$ cat config.mk
export PLATFORM = sky130hd
export DESIGN_NAME = lfmq_ram
export DESIGN_NICKNAME = d
export VERILOG_FILES = /design/src/hw/rtl/lfmq_ram.sv
export SDC_FILE = /design/constraint.sdc
export NUM_CORES = 1
export LEC_CHECK = 0
export BUFFER_PORTS_ARGS = -buffer_cell sky130_fd_sc_hd__buf_2
export CORE_ASPECT_RATIO = 0.7
export CORE_MARGIN = 2
export CORE_UTILIZATION = 55
export DETAILED_ROUTE_END_ITERATION = 8
export PLACE_DENSITY_LB_ADDON = 0.3
export REMOVE_ABC_BUFFERS = 1
export SETUP_SLACK_MARGIN = 0.2
export SYNTH_ARGS = -nofsm -noshare
export SYNTH_HDL_FRONTEND = slang
export SYNTH_SLANG_ARGS = --single-unit
$ cat constraint.sdc
create_clock -name clk -period 4.7 [get_ports clk]
set_input_delay 0.94 -clock clk [delete_from_list [all_inputs] [get_ports clk]]
set_output_delay 0.94 -clock clk [all_outputs]
set_load 0.03 [all_outputs]
$ cat src/hw/rtl/lfmq_ram.sv
// ----------------------------------------------------------------------------
// lfmq_ram
// Generic simple dual-port RAM: one write port, one read port, registered read.
// ----------------------------------------------------------------------------
module lfmq_ram #(
	parameter int WIDTH = 8,
	parameter int DEPTH = 16
) (
	input  logic                     clk,
	input  logic                     we,
	input  logic [$clog2(DEPTH)-1:0] waddr,
	input  logic [WIDTH-1:0]         wdata,
	input  logic                     re,
	input  logic [$clog2(DEPTH)-1:0] raddr,
	output logic [WIDTH-1:0]         rdata
);

	logic [WIDTH-1:0] mem_q [DEPTH];

	always_ff @(posedge clk) begin
		if (we) begin
			mem_q[waddr] <= wdata;
		end
		if (re) begin
			rdata <= mem_q[raddr];
		end
	end

endmodule

# Word-level counts from Yosys, hierarchy flattened
# Memories as Yosys holds them, arrays and structs flattened. A register that Yosys moved wholly into a read port is not among the register bits.
# Index checks and enable logic that the tools add are counted.
# word_totals
ff_bits,0
ram_bits,128
in_bits,19
memories,1
# memory_table
name,depth,word_bits,rd,rd_clocked_by_memory_dff,write_ports,line_no,text
mem_q,16,8,1,1,1,18,logic [WIDTH-1:0] mem_q [DEPTH];
# op_classes
muxes,2
# op_table
cell,n
1-bit 2-to-1 mux,2

# Logic depth before layout (Yosys ltp)
# logic_depth
ltp_word,2
depth_mapped,5

# Worst setup path before layout
# Ideal clock, no wire load.
# synth_timing
path_type,input-to-reg
startpoint,input waddr[2]
endpoint,memory mem_q[0][0] (enable)
t_arrival_ns,2.050
slack_ns,2.267
stages,2
path_buffers,0
cell_sequence,or3b_2 -> nor3_1
# synth_rtl
item,line_no,text
"start, declared",11,"input logic [$clog2(DEPTH)-1:0] waddr,"
"end, declared",18,
# No word-level cell before the write port.

==> reports/summary.txt <==
Data required, critical path: 4.86 ns
IO buf count: 26
gr busiest metal: met2
Yosys warnings: 0
count leader, synth: edfxtp_1
R2R cell count: 3
Finished Layout Cells: 404
setup violators final: 0
first-pass GRT wire length: 14680 um
CTS Buffer Depth: 2
H-tree lvl count: 4
GR Util met1: 0.2834
vias in the first global route: 2583
Hold Crit Class: reg -> reg
Worst EP arrival: 2.72 ns
remaining antenna violation count: 0
Worst R2R Start: mem_q[8][5]
final worst slack: 2.131 ns
global route overflow: 0
list of most frequent post-synthesis cells: edfxtp_1, mux4_2, a22oi_1, mux4_1, nor2_1
hold buffers post-CTS: 0
Seq cells post-synth: 136
maxcap violations: 0
fmax: 389.2 MHz
DP Worst Slack: 1.651 ns
largest net degree at the start of global routing: 33
R2R Path End: rdata[5]
final hold violation count: 0
Final #Nets: 286
Post-Syn Area per Cell: 22.83 um2
die area: 10310 um2
Routed WL: 9607 um
Starting Density: 0.5717
Worst Tran Pin Value: 1.060 ns
met2 GRT Util: 0.3169
Setup crit start kind: input pin
# DRC: 0
DR pass1 iterations: 7
# resized after CTS: 0
placed cell count: 372
CP peak stage delay: 0.77 ns
vias per inst: 5.978
Post-synth ARST share: 0
io pins: 27
hpwl dp: 5900 um
Area Overhead vs Synth: 15.53%
fillers: 595
DR vias: 2415
Worst-path clk slew: 0.06 ns
Pleak: 2.007 nW
Final Core Density: 0.6605
final slew viol count: 0
initial antenna violation count: 0
Pwr per Cell Area: 463.7 nW/um2
crit path kind: in -> reg
Worst path slowest cell: buf_2
Sink Count: 136
EDFF count, synth: 136
All-Layer GR Usage: 0.2094
DIE HEIGHT: 85.57 um
crit-path cells: buf_2 -> mux4_1 -> a22oi_1 -> nand2_1
ys flop type: edfxtp_1
Ant. Diodes: 0
CTS tree: built
routability cong.: 0.7156
Yosys cell types: 18
layout cells sized above 1: 0.2714
Worst Skew: 0.01030 ns
Starting DRT DRC Count: 282
RSZ-0062 raised after global routing: false
post-route minimum period: 2.569 ns
cell family with most CP delay: buffers and inverters
Die Width: 120.5 um
largest cells by area after synthesis: edfxtp_1, mux4_2, mux4_1, a22oi_1, nor2_1
Synth top area share: 0.7812
WL/cell: 23.78 um
worst hold stages: 3
CP Capture Type: register
crit-path max FO: 32
R2R Setup Slk: 3.24 ns
core region area: 9144 um2
Rel. slew slack: 0.2937
post-CTS setup buffer count: 0
sequential area share after synthesis: 0.7812
clk_lat worst skew: 0.41 ns
total CTS buffers: 17
worst vdd rail ir drop: 279.0 uV
clk root buf: clkbuf_16
hold_sp: mem_q[7][3]
row count: 29
status: completed
WP buf/inv: 1
Cell Area, Synth: 5228 um2
Synth area leader: edfxtp_1
Cells after Synth: 229
M3 GR Usage: 0.07380
part of the cycle the worst path needs: 0.5466
WHS Endpoint: rdata[3]
Sum Neg Setup Slack: 0 ns
## power by group
part	switching [W]	internal [W]	total, W	leakage [nW]
sequential	0.00000744	0.00137	0.00137	1.24
clock	0.000474	0.000826	0.00130	0.280
combinational	0.0000781	0.0000476	0.000126	0.490
## final cells by class
type,instances,area [um2],share of cell area
Clock buffer,18,429.2,0.07106
Clock inverter,14,156.4,0.02590
Multi-Input combinational cell,83,1062,0.1759
Sequential cell,136,4084,0.6762
Tap cell,124,155.1,0.02569
Timing Repair Buffer,29,152.6,0.02527
## cell families (layout without fill, tap and decap cells)
family          count (synthesis)  count (layout)  synth area share
buf+inv                        10              61           0.01651
compound gates                 16              16           0.02298
mux                            32              32            0.1479
simple gates                   35              35           0.03136
flops                         136             136            0.7812
## flip-flops by register name, summed over array words and instances (netlist names)
| register | cells |
|---|---|
| mem_q | 128 |
| rdata | 8 |
## worst max path at each step
stage | startpoint | endpoint | slack (ns) | cells past startpoint
6_report | raddr[0] | rdata[5] | 2.13 | 4
3_5_place_dp | raddr[0] | rdata[1] | 1.65 | 4
3_3_place_gp | raddr[0] | rdata[0] | 1.68 | 4
4_1_cts | raddr[0] | rdata[5] | 2.06 | 4
5_1_grt | raddr[0] | rdata[1] | 1.96 | 4
2_1_floorplan | waddr[2] | mem_q[0][0] | 2.27 | 2
## through the flow
step | hold WS, ns | power, W | cell area, um2
3_5_place_dp | 0.7358 | 0.001526 | 5454
2_1_floorplan | 0.7048 | 0.001464 | 5141
3_3_place_gp | 0.7341 | 0.001522 | 5454
4_1_cts | 0.7542 | 0.002821 | 6040
5_1_grt | 0.7843 | 0.002879 | 6040
6_report | 0.7542 | 0.002800 | 6040
## cell usage in the layout (no fill, tap or decap)
cell,n
clkinv_4,2
edfxtp_1,136
mux4_1,14
nand3_1,1
nand3b_1,2
nor2_1,13
nand2_1,9
clkinvlp_4,2
clkinv_2,2
nor3_1,3
clkbuf_16,17
buf_4,3
nand2b_1,2
clkbuf_1,1
clkinv_1,4
and2b_1,1
a22oi_1,16
mux4_2,18
nor3_2,1
bufinv_16,3
and2_1,1
or3b_2,1
buf_2,26
inv_6,1
nor2b_1,1
## routing by layer
layer  wire (um)  vias to the layer above
met3         580                       11
met5           0                        -
met2        4689                       69
li1            -                     1063
met1        4223                     1272
met4         114                        0
## worst reg2reg max path, stage by stage, from the launching register on
cell	delay, ns
edfxtp_1	0.39
mux4_1	0.52
a22oi_1	0.22
nand2_1	0.08
No activity file was read; power rests on OpenSTA's default activity.
